--- src/hdl/ffa_ram.sv ---
// ----------------------------------------------------------------------------
// ffa_ram
// Generic single-write, single-read RAM with registered read data.
// ----------------------------------------------------------------------------
module ffa_ram #(
    parameter int WIDTH = 8,
    parameter int DEPTH = 64
) (
    input  logic                     i_clk,
    input  logic                     i_we,
    input  logic [$clog2(DEPTH)-1:0] i_waddr,
    input  logic [WIDTH-1:0]         i_wdata,
    input  logic [$clog2(DEPTH)-1:0] i_raddr,
    output logic [WIDTH-1:0]         o_rdata
);

    logic [WIDTH-1:0] r_mem [DEPTH];

    always_ff @(posedge i_clk) begin
        if (i_we) begin
            r_mem[i_waddr] <= i_wdata;
        end
        o_rdata <= r_mem[i_raddr];
    end

endmodule

--- config.mk ---
export PLATFORM = sky130hd
export DESIGN_NAME = ffa_ram
export DESIGN_NICKNAME = d
export VERILOG_FILES = /design/src/hdl/ffa_ram.sv
export SDC_FILE = /design/constraint.sdc
export NUM_CORES = 1
export LEC_CHECK = 0
export ABC_AREA = 1
export ABC_CLOCK_PERIOD_IN_PS = 2800
export BUFFER_PORTS_ARGS = -buffer_cell sky130_fd_sc_hd__buf_2
export CELL_PAD_IN_SITES_DETAIL_PLACEMENT = 0
export CELL_PAD_IN_SITES_GLOBAL_PLACEMENT = 1
export CORE_ASPECT_RATIO = 0.8
export CORE_MARGIN = 10
export CORE_UTILIZATION = 45
export DETAILED_ROUTE_END_ITERATION = 10
export PLACE_DENSITY_LB_ADDON = 0.1
export SLEW_MARGIN = 15
export SYNTH_ARGS = -nofsm -noshare
export SYNTH_HDL_FRONTEND = slang
export SYNTH_SLANG_ARGS = --single-unit
--- constraint.sdc ---
create_clock -name i_clk -period 2.8 [get_ports i_clk]
set_input_delay 0.42 -clock i_clk [delete_from_list [all_inputs] [get_ports i_clk]]
set_output_delay 0.42 -clock i_clk [all_outputs]
set_load 0.05 [all_outputs]
==> flow_summary.ini, run 1 <==
[synthesis]
share_of_yosys_cell_area_claimed_by_the_top_area_cell_type = 0.720
ys_top_cells_by_count = sky130_fd_sc_hd__nand2_1 (648), sky130_fd_sc_hd__edfxtp_1 (512), sky130_fd_sc_hd__nand3_1 (439)
ys_async_sr_fraction = 0
syn_avg_cell_area_um2 = 11.8
synth_top_cell_by_area = sky130_fd_sc_hd__edfxtp_1
ys_seq_elements = 520
synth.most_common_cell = sky130_fd_sc_hd__nand2_1
ys_warn_count = 0
post_synth_num_cell_types = 16
leading_post_synthesis_cells_by_cell_area = sky130_fd_sc_hd__edfxtp_1 (72%), sky130_fd_sc_hd__nand2_1 (11%), sky130_fd_sc_hd__nand3_1 (10%)
postSynthCellCount = 1805
synth_seq_area_share = 0.728
mappedNetlistArea_mm2 = 0.0213
dominantRegCellSynth = sky130_fd_sc_hd__edfxtp_1
postSynthNetCount = 1827
synth_edf_count = 512

[power]
power_leakage_nw = 8.84
power_density_mw_per_mm2 = 685
pwr-share-clk = 0.410
power.share.switching = 0.229
p_comb_frac = 0.069
p_int_mw = 12.8
p_sw_mw = 3.79
peakVddDrop_v = 0.000515
pwr-share-seq = 0.521

[layout]
number_of_diodes = 0
postLayoutCoreUtil = 0.514
final_net_count = 1913
fill_cells = 4128
area.growth.synth_to_final_pct = 13.3
drive_gt1_frac = 0.114

[placement]
gpl.final_weighted_congestion = 0.854
dpl.hpwl_um = 35800
number_of_port_buffers = 29

[routing]
drt_wl_total_um = 59900
first_iter_violations = 1298
first_pass_iters = 6
antenna_left = 0
via_per_inst = 5.49
dr_total_vias = 14000
detail_route.drc_violations = 0
post_dr_wirelength_cell_um = 23.5

[die]
die_h_um = 215
dieWidth_um = 263
io_pins = 30
core.rowCount = 71
core_area_mm2 = 0.0470
die_area_mm2 = 0.0566
initial_core_util = 0.454

[min_path]
timing.hold.worst.class = input port to flip-flop

[clocking]
clk_latency_ns = 0.60
clk_pin_slew_ns = 0.06
clock-root-buffer = sky130_fd_sc_hd__clkbuf_16
cts_resized = 0
clock_path_buffers = 3
cts_max_level = 2
post_cts_hold_buffer_count = 0
tritoncts_num_sinks = 520
cts_tree = built
tritoncts_buffer_count = 51
post-cts-setup-buffer-count = 0

[global_route]
grt_max_degree = 113
grt_pass1_vias = 13000
overflow = 0
wire_length_of_the_first_global_routing_pass_um = 88500
globalRouteTotalUtil = 0.206
antenna_violations_before_repair = 0

[worst_setup_path]
worstSetupStartpointType = input port
worst-endpoint-required_ns = 3.35
end_kind = flip-flop
cp.arrival_ns = 2.43
worst-setup-path-type = input port to flip-flop
crit_path_max_fanout = 112

[sta]
timing.slew.headroom = 0.505
finalCritPeriodShare = 0.673
hold_ws_ns = 0.208
finClkSkew_ns = 0.0241
rsz0062_at_grt = no
fmax_achieved_mhz = 531
worst_pin_slew_ns = 0.743
fin_crit_ns = 1.88
timing.final.hold_violations = 0
slew_viol_final = 0
totalNegativeSetupSlack_ns = 0
timing.final.setup_violations = 0

[outcome]
status = complete, no violations

[job]
timing.max_cap.violations = 0
## state kept, by name (all words and copies together), names as in the netlist
name / cells
o_rdata: 8
r_mem: 512
## routing by layer
| layer | track usage | wire length [um] | vias to the layer above |
|---|---|---|---|
| met5 | 0 | 0 | - |
| met4 | 0.0494 | 1210 | 0 |
| met3 | 0.0473 | 4390 | 78 |
| met2 | 0.297 | 26100 | 447 |
| met1 | 0.308 | 28200 | 6941 |
| li1 | - | - | 6525 |
## power groups by stage
| stage | clock network (mW) | logic, mW | registers, mW |
|---|---|---|---|
| 6_report | 6.78 | 1.15 | 8.63 |
| 5_1_grt | 7.20 | 1.25 | 8.63 |
| 4_1_cts | 6.89 | 1.15 | 8.63 |
| 3_5_place_dp | 0 | 1.15 | 8.80 |
| 3_3_place_gp | 0 | 1.15 | 8.80 |
| 2_1_floorplan | 0 | 0.605 | 8.85 |
## worst max-delay path, cell delays in order
cell                       delay (ns)
sky130_fd_sc_hd__clkbuf_8        0.28
sky130_fd_sc_hd__buf_12          0.38
sky130_fd_sc_hd__nand2_1         0.10
sky130_fd_sc_hd__nand3_1         0.13
sky130_fd_sc_hd__nand3_1         0.19
sky130_fd_sc_hd__nand2_1         0.12
sky130_fd_sc_hd__nand2_1         0.12
sky130_fd_sc_hd__nand3_1         0.28
sky130_fd_sc_hd__nand3_1         0.11
sky130_fd_sc_hd__nand2_1         0.07
## layout by cell type, fill, tap and decap left out, types with 8 or more instances in the layout
master                      instances
sky130_fd_sc_hd__buf_12            17
sky130_fd_sc_hd__buf_2             27
sky130_fd_sc_hd__buf_4            101
sky130_fd_sc_hd__clkbuf_1           9
sky130_fd_sc_hd__clkbuf_16         51
sky130_fd_sc_hd__clkinv_1          12
sky130_fd_sc_hd__clkinv_2          11
sky130_fd_sc_hd__dfxtp_1            8
sky130_fd_sc_hd__edfxtp_1         512
sky130_fd_sc_hd__inv_1              9
sky130_fd_sc_hd__nand2_1          648
sky130_fd_sc_hd__nand3_1          439
sky130_fd_sc_hd__nand4_1            9
sky130_fd_sc_hd__nor2_1            56
sky130_fd_sc_hd__nor4_1             8
## cells by family after synthesis
| logic type | share of synthesized area |
|---|---|
| buf+inv | 0.0402 |
| flops | 0.728 |
| simple gates | 0.232 |
## final timing paths
path / startpoint / to / slack (ns) / depth (start not counted)
worst max-delay path: i_raddr[0] / o_rdata[1] / 0.92 / 10
worst min-delay path: i_raddr[5] / o_rdata[4] / 0.21 / 3
worst max register to register: r_mem[31][1] / o_rdata[1] / 1.21 / 8
worst min register to register: r_mem[44][7] / o_rdata[7] / 0.79 / 8
## metrics by stage
stage               setup slack [ns]  power, mW  instances  cell area [um2]
floorplan                      0.614       9.45       1805            21300
global placement               0.342       9.95       2458            22600
detailed placement             0.323       9.95       2458            22600
CTS                            0.954       16.7       2550            24200
global route                   0.793       17.1       2550            24200
finish                         0.915       16.6       2550            24200
## layout make-up
class | instances | area, um2 | share of cell area
clock buffer | 60 | 1310 | 0.0542
clock inverter | 32 | 304 | 0.0126
inverter | 12 | 55.1 | 0.00228
multi-input combinational | 1160 | 4950 | 0.205
sequential | 520 | 15500 | 0.643
tap | 620 | 776 | 0.0321
timing repair buffer | 146 | 1250 | 0.0516
Note: power is estimated with default switching activity, not from simulation.
==> inputs of run 2 (changes only) <==
--- a/config.mk
+++ b/config.mk
@@ -6,7 +6,7 @@
 export NUM_CORES = 1
 export LEC_CHECK = 0
 export ABC_AREA = 1
-export ABC_CLOCK_PERIOD_IN_PS = 2800
+export ABC_CLOCK_PERIOD_IN_PS = 1800
 export BUFFER_PORTS_ARGS = -buffer_cell sky130_fd_sc_hd__buf_2
 export CELL_PAD_IN_SITES_DETAIL_PLACEMENT = 0
 export CELL_PAD_IN_SITES_GLOBAL_PLACEMENT = 1
==> constraint.sdc (replaced) <==
create_clock -name i_clk -period 1.8 [get_ports i_clk]
set_input_delay 0.27 -clock i_clk [delete_from_list [all_inputs] [get_ports i_clk]]
set_output_delay 0.27 -clock i_clk [all_outputs]
set_load 0.05 [all_outputs]
==> run 2 against run 1 <==
  * Clock-buffer cell count grew 2
  * Sequential share of layout area fell by 1.4 points
  * Sequential cell count unchanged
  * Utilization grew 1.2 points
  * Combinational power rose by 67%
  * Routed wire length decreased by 0.37%
  * Largest power group unchanged
  * Highest routed layer unchanged
==> flow_summary.ini, run 2 (synthesis results as in run 1) <==
[power]
power_leakage_nw = 9.10
power.total_mw = 26.0
peakVddDrop_v = 0.000725
power_density_mw_per_mm2 = 1050

[routing]
drt_wl_total_um = 59700
top_layer_used = met4
first_iter_violations = 1429
via_per_inst = 5.46
routed_wire_length_on_met3_um = 4170
detail_route.drc_violations = 0
antenna_left = 0
post_dr_wirelength_cell_um = 23.1
dr_total_vias = 14100
detail_route.wirelength.met1_um = 28300
first_pass_iters = 5
route.met2.wl_um = 26200

[global_route]
grt_max_degree = 65
antenna_violations_before_repair = 0
overflow = 0
globalRouteTotalUtil = 0.208
grt_pass1_vias = 13600
wire_length_of_the_first_global_routing_pass_um = 89300

[clocking]
cts_resized = 0
clk_latency_ns = 0.60
cts_tree = built
tritoncts_num_sinks = 520
post-cts-setup-buffer-count = 0
clock_path_buffers = 3
clock-root-buffer = sky130_fd_sc_hd__clkbuf_16
clk_pin_slew_ns = 0.06
cts_max_level = 2
post_cts_hold_buffer_count = 0
tritoncts_buffer_count = 53

[worst_setup_path]
worst-setup-path-type = flip-flop to output pin
crit-reg2reg-launch = r_mem[11][1]
crit_path_max_fanout = 1
crit_path_max_incr_delay_ns = 0.44
cpLargestDelayFamily = flip-flops
critPathBufInv = 1
crit_path_launch = o_rdata[1]
cp.arrival_ns = 1.36
worstSetupStartpointType = flip-flop
end_kind = output pin
critical-path-slowest-cell = sky130_fd_sc_hd__dfxtp_1
path_cells = buf_2
worst-endpoint-required_ns = 1.53

[placement]
dpl.hpwl_um = 36600
number_of_port_buffers = 29
placed_cells = 2488
gpl.final_weighted_congestion = 0.842

[die]
die_area_mm2 = 0.0566
dieWidth_um = 263
core.rowCount = 71
die_h_um = 215
io_pins = 30
initial_core_util = 0.454
core_area_mm2 = 0.0470

[job]
timing.max_cap.violations = 0

[sta]
worst_pin_slew_ns = 0.768
timing.final.hold_violations = 0
rsz0062_at_grt = no
fmax_achieved_mhz = 614
finClkSkew_ns = 0.0189
fin_crit_ns = 1.63
timing.final.setup_violations = 0
timing.slew.headroom = 0.487
finalCritPeriodShare = 0.904
slew_viol_final = 0

[layout]
biggestRegsByFlops = r_mem x512, o_rdata x8
mostFrequentLayoutCell = sky130_fd_sc_hd__nand2_1
number_of_diodes = 0
area.growth.synth_to_final_pct = 15.8
top_register = r_mem
instances_no_fill = 2583
top_library_cells_by_usage_in_the_layout_fill_and_taps_aside = sky130_fd_sc_hd__nand2_1 (648), sky130_fd_sc_hd__edfxtp_1 (512), sky130_fd_sc_hd__nand3_1 (439), sky130_fd_sc_hd__buf_4 (109), sky130_fd_sc_hd__nor2_1 (56)
drive_gt1_frac = 0.131
largest_reg_flops = 512
final_net_count = 1945

[min_path]
hold_path.startpoint = i_wdata[1]
timing.hold.worst.class = input port to flip-flop

[outcome]
status = complete, no violations
-- run 2: cell types whose count changed in the layout (fill, tap and decap cells not counted), moves of 2 or more --
cell / delta
sky130_fd_sc_hd__clkinv_1: -4
sky130_fd_sc_hd__clkinv_2: +4
sky130_fd_sc_hd__clkinvlp_4: +2
sky130_fd_sc_hd__buf_4: +8
sky130_fd_sc_hd__buf_12: +22
sky130_fd_sc_hd__clkbuf_16: +2
-- run 2: per-stage QoR --
step | utilization | setup slack [ns] | TNS [ns] | hold slack (ns) | instance area [um2]
6_report | 0.526 | 0.172 | 0 | 0.103 | 24700
3_5_place_dp | 0.491 | -0.147 | -0.513 | 0.700 | 23100
5_1_grt | 0.526 | 0.166 | 0 | 0.0939 | 24700
3_3_place_gp | 0.491 | -0.178 | -0.622 | 0.697 | 23100
2_1_floorplan | - | -0.236 | -15.11 | 0.369 | 21300
4_1_cts | 0.526 | 0.167 | 0 | 0.0687 | 24700
-- run 2: worst paths after layout --
kind                        to  slack, ns  cells past startpoint
setup / recovery    o_rdata[1]       0.17                      1
hold reg to reg     o_rdata[2]       0.82                      8
hold / removal    r_mem[35][1]       0.10                      1
setup reg to reg    o_rdata[1]       0.42                      8
-- run 2: cell type report --
cell class,instances,area (um2)
Clock buffer,62,1360
Sequential cell,520,15500
Multi-Input combinational cell,1160,4950
Clock inverter,33,294
Inverter,12,55.1
Timing Repair Buffer,176,1750
Tap cell,620,776
Fill cell,4030,22300
-- run 2: metal layers --
metal  vias to the layer above  GRT usage
met5                         -          0
met2                       502      0.309
met4                         0     0.0465
met1                      6930      0.313
li1                       6595          -
met3                        66     0.0330
-- run 2: power breakdown --
part,internal [mW],switching (mW)
sequential,13.4,0.0475
clock,6.10,4.51
combinational,0.557,1.36
