$ cat config.mk
export PLATFORM = sky130hd
export DESIGN_NAME = ffa_range_unit
export DESIGN_NICKNAME = d
export VERILOG_FILES = /design/src/hdl/ffa_pkg.sv /design/src/hdl/ffa_range_unit.sv
export SDC_FILE = /design/constraint.sdc
export NUM_CORES = 1
export LEC_CHECK = 0
export BUFFER_PORTS_ARGS = -buffer_cell sky130_fd_sc_hd__buf_2
export CAP_MARGIN = 20
export CELL_PAD_IN_SITES_DETAIL_PLACEMENT = 0
export CELL_PAD_IN_SITES_GLOBAL_PLACEMENT = 1
export CORE_ASPECT_RATIO = 0.5
export CORE_UTILIZATION = 37
export DETAILED_ROUTE_END_ITERATION = 7
export PLACE_DENSITY_LB_ADDON = 0.1
export SLEW_MARGIN = 20
export SYNTH_ARGS = -nofsm -noshare
export SYNTH_HDL_FRONTEND = slang
export SYNTH_SLANG_ARGS = --single-unit
export TNS_END_PERCENT = 1
$ cat constraint.sdc
create_clock -name vclk -period 12.4
set_input_delay 1.24 -clock vclk [all_inputs]
set_output_delay 1.24 -clock vclk [all_outputs]
set_load 0.02 [all_outputs]
$ cat src/hdl/ffa_pkg.sv
// ----------------------------------------------------------------------------
// ffa_pkg
// Shared types, constants and helpers of the first-fit arena allocator.
// ----------------------------------------------------------------------------
package ffa_pkg;

    localparam int MAX_ALLOCS   = 64;
    localparam int HEADER_BYTES = 32;
    localparam int ALIGN_BYTES  = 8;
    localparam int ARENA_BYTES  = 1048576;

    localparam int FW = 21;                        // field width
    localparam int WW = FW + 3;                    // internal arithmetic width
    localparam int AW = $clog2(MAX_ALLOCS);        // table address width
    localparam int CW = $clog2(MAX_ALLOCS + 1);    // entry count width
    localparam int EW = 3 * FW;                    // table word: used, size, start
    localparam int MAX_SHIFT = 20;

    localparam int IN_DW  = 48;
    localparam int OUT_DW = 112;

    typedef logic [FW-1:0] t_fld;
    typedef logic [WW-1:0] t_wide;
    typedef logic [CW-1:0] t_cnt;

    localparam logic [1:0] KIND_ALLOC   = 2'd0;
    localparam logic [1:0] KIND_FREE    = 2'd1;
    localparam logic [1:0] KIND_REALLOC = 2'd2;

    localparam logic [1:0] ST_OK      = 2'd0;
    localparam logic [1:0] ST_NOSPACE = 2'd1;
    localparam logic [1:0] ST_NULL    = 2'd2;
    localparam logic [1:0] ST_UNKNOWN = 2'd3;

    localparam logic [1:0] OP_NONE     = 2'd0;
    localparam logic [1:0] OP_COMMIT   = 2'd1;
    localparam logic [1:0] OP_UNCOMMIT = 2'd2;

    localparam logic [1:0] CFG_ARENA = 2'd0;
    localparam logic [1:0] CFG_BEGIN = 2'd1;
    localparam logic [1:0] CFG_SHIFT = 2'd2;

    localparam t_wide HDR_W   = WW'(HEADER_BYTES);
    localparam t_wide ALIGN_M = WW'(ALIGN_BYTES - 1);

    typedef struct packed {
        t_wide a;          // block start (or end) to page
        logic  down;       // round a down instead of up
        t_wide lim;        // lower bound, rounded up
        t_wide e_raw;      // range end before rounding and clipping
        logic  has_next;
        t_fld  next;       // start of the following block
    } t_rng_req;

    typedef struct packed {
        t_wide rb;
        t_wide re;
        logic  empty;
    } t_rng_res;

    typedef struct packed {
        logic [1:0] status;
        t_fld       offset;
        logic [1:0] op;
        t_fld       rb;
        t_fld       re;
        t_fld       cfrom;
        t_fld       cbytes;
        logic       last;
    } t_result;

    function automatic t_wide need_bytes(input t_fld req);
        t_wide v;
        v = WW'(req) + HDR_W + ALIGN_M;
        // round down to the alignment: divide and multiply by a constant
        return t_wide'((v / ALIGN_BYTES) * ALIGN_BYTES);
    endfunction

    function automatic logic gap_fits(input t_wide lo, input t_wide hi, input t_wide need);
        return (hi > lo) && ((hi - lo) >= need);
    endfunction

    function automatic t_result mk_result(input logic [1:0] status, input t_fld offset,
                                          input logic [1:0] op, input t_rng_res rng,
                                          input t_fld cfrom, input t_fld cbytes,
                                          input logic last);
        t_result r;
        r.status = status;
        r.offset = offset;
        r.op     = rng.empty ? OP_NONE : op;
        r.rb     = rng.empty ? '0 : rng.rb[FW-1:0];
        r.re     = rng.empty ? '0 : rng.re[FW-1:0];
        r.cfrom  = cfrom;
        r.cbytes = cbytes;
        r.last   = last;
        return r;
    endfunction

    function automatic logic [OUT_DW-1:0] pack_result(input t_result r);
        return {(OUT_DW - 5*FW - 4)'(0),
                r.cbytes, r.cfrom, r.re, r.rb, r.op, r.offset, r.status};
    endfunction

endpackage

$ cat src/hdl/ffa_range_unit.sv
// ----------------------------------------------------------------------------
// ffa_range_unit
// Page range calculator shared by alloc, grow and free.
// ----------------------------------------------------------------------------
module ffa_range_unit import ffa_pkg::*; (
    input  t_rng_req   i_req,
    input  logic [4:0] i_page_shift,
    input  t_fld       i_arena,
    output t_rng_res   o_res
);

    logic [4:0] shift;
    t_wide      pm;
    t_wide      b_base;
    t_wide      b_lim;
    t_wide      e_up;
    t_wide      e_arena;
    t_wide      e_next;
    t_wide      b;
    t_wide      e;

    always_comb begin
        shift   = (i_page_shift > 5'(MAX_SHIFT)) ? 5'(MAX_SHIFT) : i_page_shift;
        pm      = (t_wide'(1) << shift) - t_wide'(1);
        b_base  = i_req.down ? (i_req.a & ~pm) : ((i_req.a + pm) & ~pm);
        b_lim   = (i_req.lim + pm) & ~pm;
        b       = (b_lim > b_base) ? b_lim : b_base;
        e_up    = (i_req.e_raw + pm) & ~pm;
        e_arena = (e_up > WW'(i_arena)) ? WW'(i_arena) : e_up;
        e_next  = WW'(i_req.next) & ~pm;
        e       = (i_req.has_next && (e_next < e_arena)) ? e_next : e_arena;
        o_res.rb    = b;
        o_res.re    = e;
        o_res.empty = (e <= b);
    end

endmodule

==> results_dict.tcl, run 1 <==
set metrics [dict create \
    critPathCaptureType "output pin" \
    yosys.area.top_type "ha_1" \
    nFillCells 2106 \
    fp.dieW_um 203 \
    cp.required_ns 11.16 \
    start_util_pct 38.0 \
    setup_ws_ns 0.348 \
    antenna_found_initial 0 \
    power_mw 0.685 \
    yosys_warnings 0 \
    rows 36 \
    worstMarginPinSlew_ns 0.758 \
    grt_use_total_pct 24.8 \
    core_area_um2 19600 \
    leakage_nw 4.86 \
    final_common_cell "buf_2" \
    critPathMaxStageDelay_ns 0.35 \
    grt_pass1_vias 7479 \
    power_density_nw_per_um2 74.7 \
    fin_cells 1529 \
    hp-class "input pin to output pin" \
    dieHeight_um 102 \
    io_buffer_count 167 \
    syn-cell-area_um2 7450 \
    grt_max_degree 49 \
    synth_cell_types 77 \
    synth_top_area_share_pct 26.9 \
    final_hold_viol_count 0 \
    status "completed" \
    setup-violations-final 0 \
    setup.worst_path.start_class "input pin" \
    clock.fmax_mhz 83.0 \
    setup-tns-final_ns 0 \
    slew_headroom_pct 49.2 \
    crit_buf_inv 11 \
    overflow 0 \
    antenna_cells 0 \
    cap_violations 0 \
    crit_slowest_cell "ha_1" \
    hpwlAfterDp_mm 23.6 \
    globalplace.congestion 0.970 \
    yosysSeqAreaShare_pct 0 \
    syn_avg_cell_area_um2 6.99 \
    holdBufCountCts 0 \
    grt_pass1_wl_mm 40.5 \
    min_period_over_period_pct 97.2 \
    dieArea_um2 20800 \
    num_vias 8268 \
    dr.pass1.iters 4 \
    final_cell_mix "buf_2, ha_1, nand2_1, inv_1, nor2_1" \
    critPathKind "input pin to output pin" \
    io_pins 170 \
    finalCriticalPeriod_ns 12.05 \
    syn_to_final_growth_pct 22.9 \
    syn_inst 1067 \
    routed_wl_mm 26.8 \
    clock_buffers 0 \
    regArea_um2 0 \
    wl_per_cell_um 17.5 \
    dp_slack_ns -0.144 \
    synth_area_leaders "ha_1, mux2i_1, a21oi_1" \
    drive_gt1_share_pct 23.0 \
    routed_via_density 5.41 \
    drc 0 \
    crit_fanout 7 \
    arrival_ns 10.81 \
    drtAntennaViolNets 0 \
    critical_path.top_delay_family "compound AO/OA/AOI/OAI gates" \
    dp.cells 1525 \
    ir_worst_vdd_mv 0.0375 \
    flops_and_latches 0 \
    slew_viol_final 0 \
    nets 1549 \
    drt_first_iter_violations 454 \
]
[logic make-up after synthesis]
kind of cell | synth area share, %
mux | 8.19
fa+ha+maj | 27.7
xor+xnor | 6.23
other cells | 0.0503
buf+inv | 6.76
compound gates | 28.7
simple gates | 22.4
[per-layer routing]
layer / up-vias / part of all wire [%] / GRT usage [%]
li1: 4270 / - / -
met1: 3793 / 54 / 38.8
met2: 197 / 41 / 38.6
met3: 8 / 4.7 / 0.765
met4: 0 / 0.50 / 1.39
met5: - / 0 / 0
[path summary, 6_finish.rpt]
| path | startpoint | to | slack [ns] | depth (start not counted) |
|---|---|---|---|---|
| max | i_page_shift[0] | o_res[0] | 0.35 | 50 |
| min | i_req[2] | o_res[3] | 2.93 | 4 |
[where the power goes]
| group | total, mW | leakage [nW] | switching, mW | internal, mW |
|---|---|---|---|---|
| Combinational | 0.685 | 4.86 | 0.400 | 0.285 |
| Clock | 0 | 0 | 0 | 0 |
| Sequential | 0 | 0 | 0 | 0 |
[timing repair]
item | CTS | global route
endpoints found under the setup margin | 1 | 1
pin swaps | 1 | 16
setup buffers | 0 | 4
resized for setup | 1 | 58
[Yosys cell counts (8+ instances only)]
master / instances
or3_1: 10
nand2_1: 109
a21o_1: 44
o21a_1: 31
nor3_1: 21
nand4_1: 23
a21oi_1: 89
nor2_1: 85
a211oi_1: 9
mux2_2: 8
nand3_1: 19
ha_1: 160
clkbuf_1: 18
xor2_1: 26
nand2b_1: 18
inv_1: 91
nor2b_1: 22
o21ai_0: 68
o21bai_1: 8
a31oi_1: 13
mux2i_1: 52
xnor2_1: 27
[cell type report]
class	count	area (um2)	area share (%)
well taps	266	333	3.63
multi-input cells	952	7240	79.0
repair buffers	219	1250	13.6
inverters	92	345	3.77
[per-stage QoR]
| step | instance area [um2] | utilization, % | hold slack [ns] |
|---|---|---|---|
| finish | 9160 | 46.8 | 2.93 |
| CTS | 8880 | 45.3 | 2.90 |
| global placement | 8880 | 45.3 | 2.91 |
| floorplan | 7490 | - | 2.67 |
| global route | 9160 | 46.8 | 2.96 |
| detailed placement | 8880 | 45.3 | 2.90 |
No activity file was read; power rests on OpenSTA's default activity.
==> run 2: changes to the inputs <==
- CORE_UTILIZATION: 37 -> 41
- clock period: 12.4 -> 13.2 ns (I/O delays scaled with it)
==> results_dict.tcl, run 2 (same netlist as run 1, synthesis figures left out) <==
set metrics [dict create \
    dr.pass1.iters 7 \
    arrival_ns 11.38 \
    rows 34 \
    grt_pass1_wl_mm 40.7 \
    final_cell_mix "buf_2, ha_1, nand2_1, inv_1, a21oi_1" \
    wl_per_cell_um 17.7 \
    slew_viol_final 0 \
    globalplace.congestion 0.943 \
    power_density_nw_per_um2 71.2 \
    ir_worst_vdd_mv 0.0474 \
    io_buffer_count 167 \
    grt_use_total_pct 27.4 \
    combPwrFrac_pct 100.0 \
    worstMarginPinSlew_ns 0.820 \
    start_util_pct 42.4 \
    leakage_nw 4.78 \
    min_period_over_period_pct 96.2 \
    fp.dieW_um 193 \
    drt_first_iter_violations 520 \
    nets 1536 \
    finalCriticalPeriod_ns 12.70 \
    wl_met3_mm 1.67 \
    fin_cells 1484 \
    drive_gt1_share_pct 20.0 \
    critical_path.top_delay_family "compound AO/OA/AOI/OAI gates" \
    clock.fmax_mhz 78.7 \
    final_area_um2 8870 \
    wl_met2_mm 10.5 \
    pwr-share-seq_pct 0 \
    clock_buffers 0 \
    nFillCells 1811 \
    critPathMaxStageDelay_ns 0.45 \
    dieArea_um2 18800 \
    final_hold_viol_count 0 \
    routed_via_density 5.56 \
    p_int_mw 0.260 \
    cp.required_ns 11.88 \
    dieHeight_um 97.3 \
    slew_headroom_pct 45.0 \
    crit_fanout 16 \
    cap_violations 0 \
    overflow 0 \
    grt_max_degree 49 \
    routed_wl_mm 26.3 \
    violations "design-rule violations" \
    wl_met1_mm 14.0 \
    core_area_um2 17600 \
    setup-violations-final 0 \
    power.switching_mw 0.371 \
    clkPwrFrac_pct 0 \
    drc 20 \
    antenna_cells 0 \
    final_common_cell "buf_2" \
    grt_pass1_vias 7579 \
    status "finished, violations left" \
    syn_to_final_growth_pct 19.0 \
    hpwlAfterDp_mm 23.2 \
    drtAntennaViolNets 0 \
    flops_and_latches 0 \
    num_vias 8251 \
    holdBufCountCts 0 \
    crit_slowest_cell "a311oi_4" \
    antenna_found_initial 0 \
    io_pins 170 \
    critPathCaptureType "output pin" \
    top_layer "met4" \
    crit_top_cell "o21a_1" \
    dp.cells 1477 \
    setup.worst_path.start_class "input pin" \
    placed_cell_area_um2 8710 \
    regArea_um2 0 \
    crit_buf_inv 5 \
    critPathKind "input pin to output pin" \
    hp-class "input pin to output pin" \
    p_sw_share_pct 58.8 \
    setup-tns-final_ns 0 \
]
## run 2: power groups by stage
| stage | Clock [mW] | Combinational (mW) | Sequential (mW) |
|---|---|---|---|
| finish | 0 | 0.631 | 0 |
| global route | 0 | 0.696 | 0 |
| CTS | 0 | 0.608 | 0 |
| detailed placement | 0 | 0.602 | 0 |
| global placement | 0 | 0.604 | 0 |
| floorplan | 0 | 0.436 | 0 |
## run 2: tightest hold or removal path, delay by kind of cell
kind	cells	cell delay [ns]
mux	1	0.07
buf+inv	2	0.27
simple gates	1	0.06
## run 2: worst paths after layout
| kind | from | end | slack [ns] | cells past startpoint |
|---|---|---|---|---|
| worst max-delay path | i_page_shift[0] | o_res[0] | 0.50 | 48 |
| worst min-delay path | i_req[0] | o_res[1] | 3.04 | 4 |
## run 2: final cells by class
class | count | area, um2 | area share (%)
inverters | 92 | 345 | 3.90
repair buffers | 206 | 1150 | 13.0
multi-input cells | 952 | 7080 | 79.8
well taps | 234 | 293 | 3.30
## run 2: timing repair
item                                    in CTS  in global routing
buffers inserted                             0                  7
endpoints found under the setup margin       1                  1
pin swaps                                    0                  5
resized for setup                            1                 23
## run 2: through the flow
stage	setup slack [ns]	utilization, %	hold WS (ns)	power, mW
after floorplan	0.394	-	2.85	0.436
after global placement	0.185	49.6	3.05	0.604
after detailed placement	-0.0445	49.6	3.03	0.602
after CTS	0.0501	49.6	3.03	0.608
after global routing	-0.0402	50.5	3.07	0.696
final	0.496	50.5	3.04	0.631
## run 2: layer usage
metal	track usage (%)	vias to the layer above
met5	0	-
li1	-	4249
met4	0.727	0
met1	43.8	3737
met2	41.4	259
met3	1.26	6
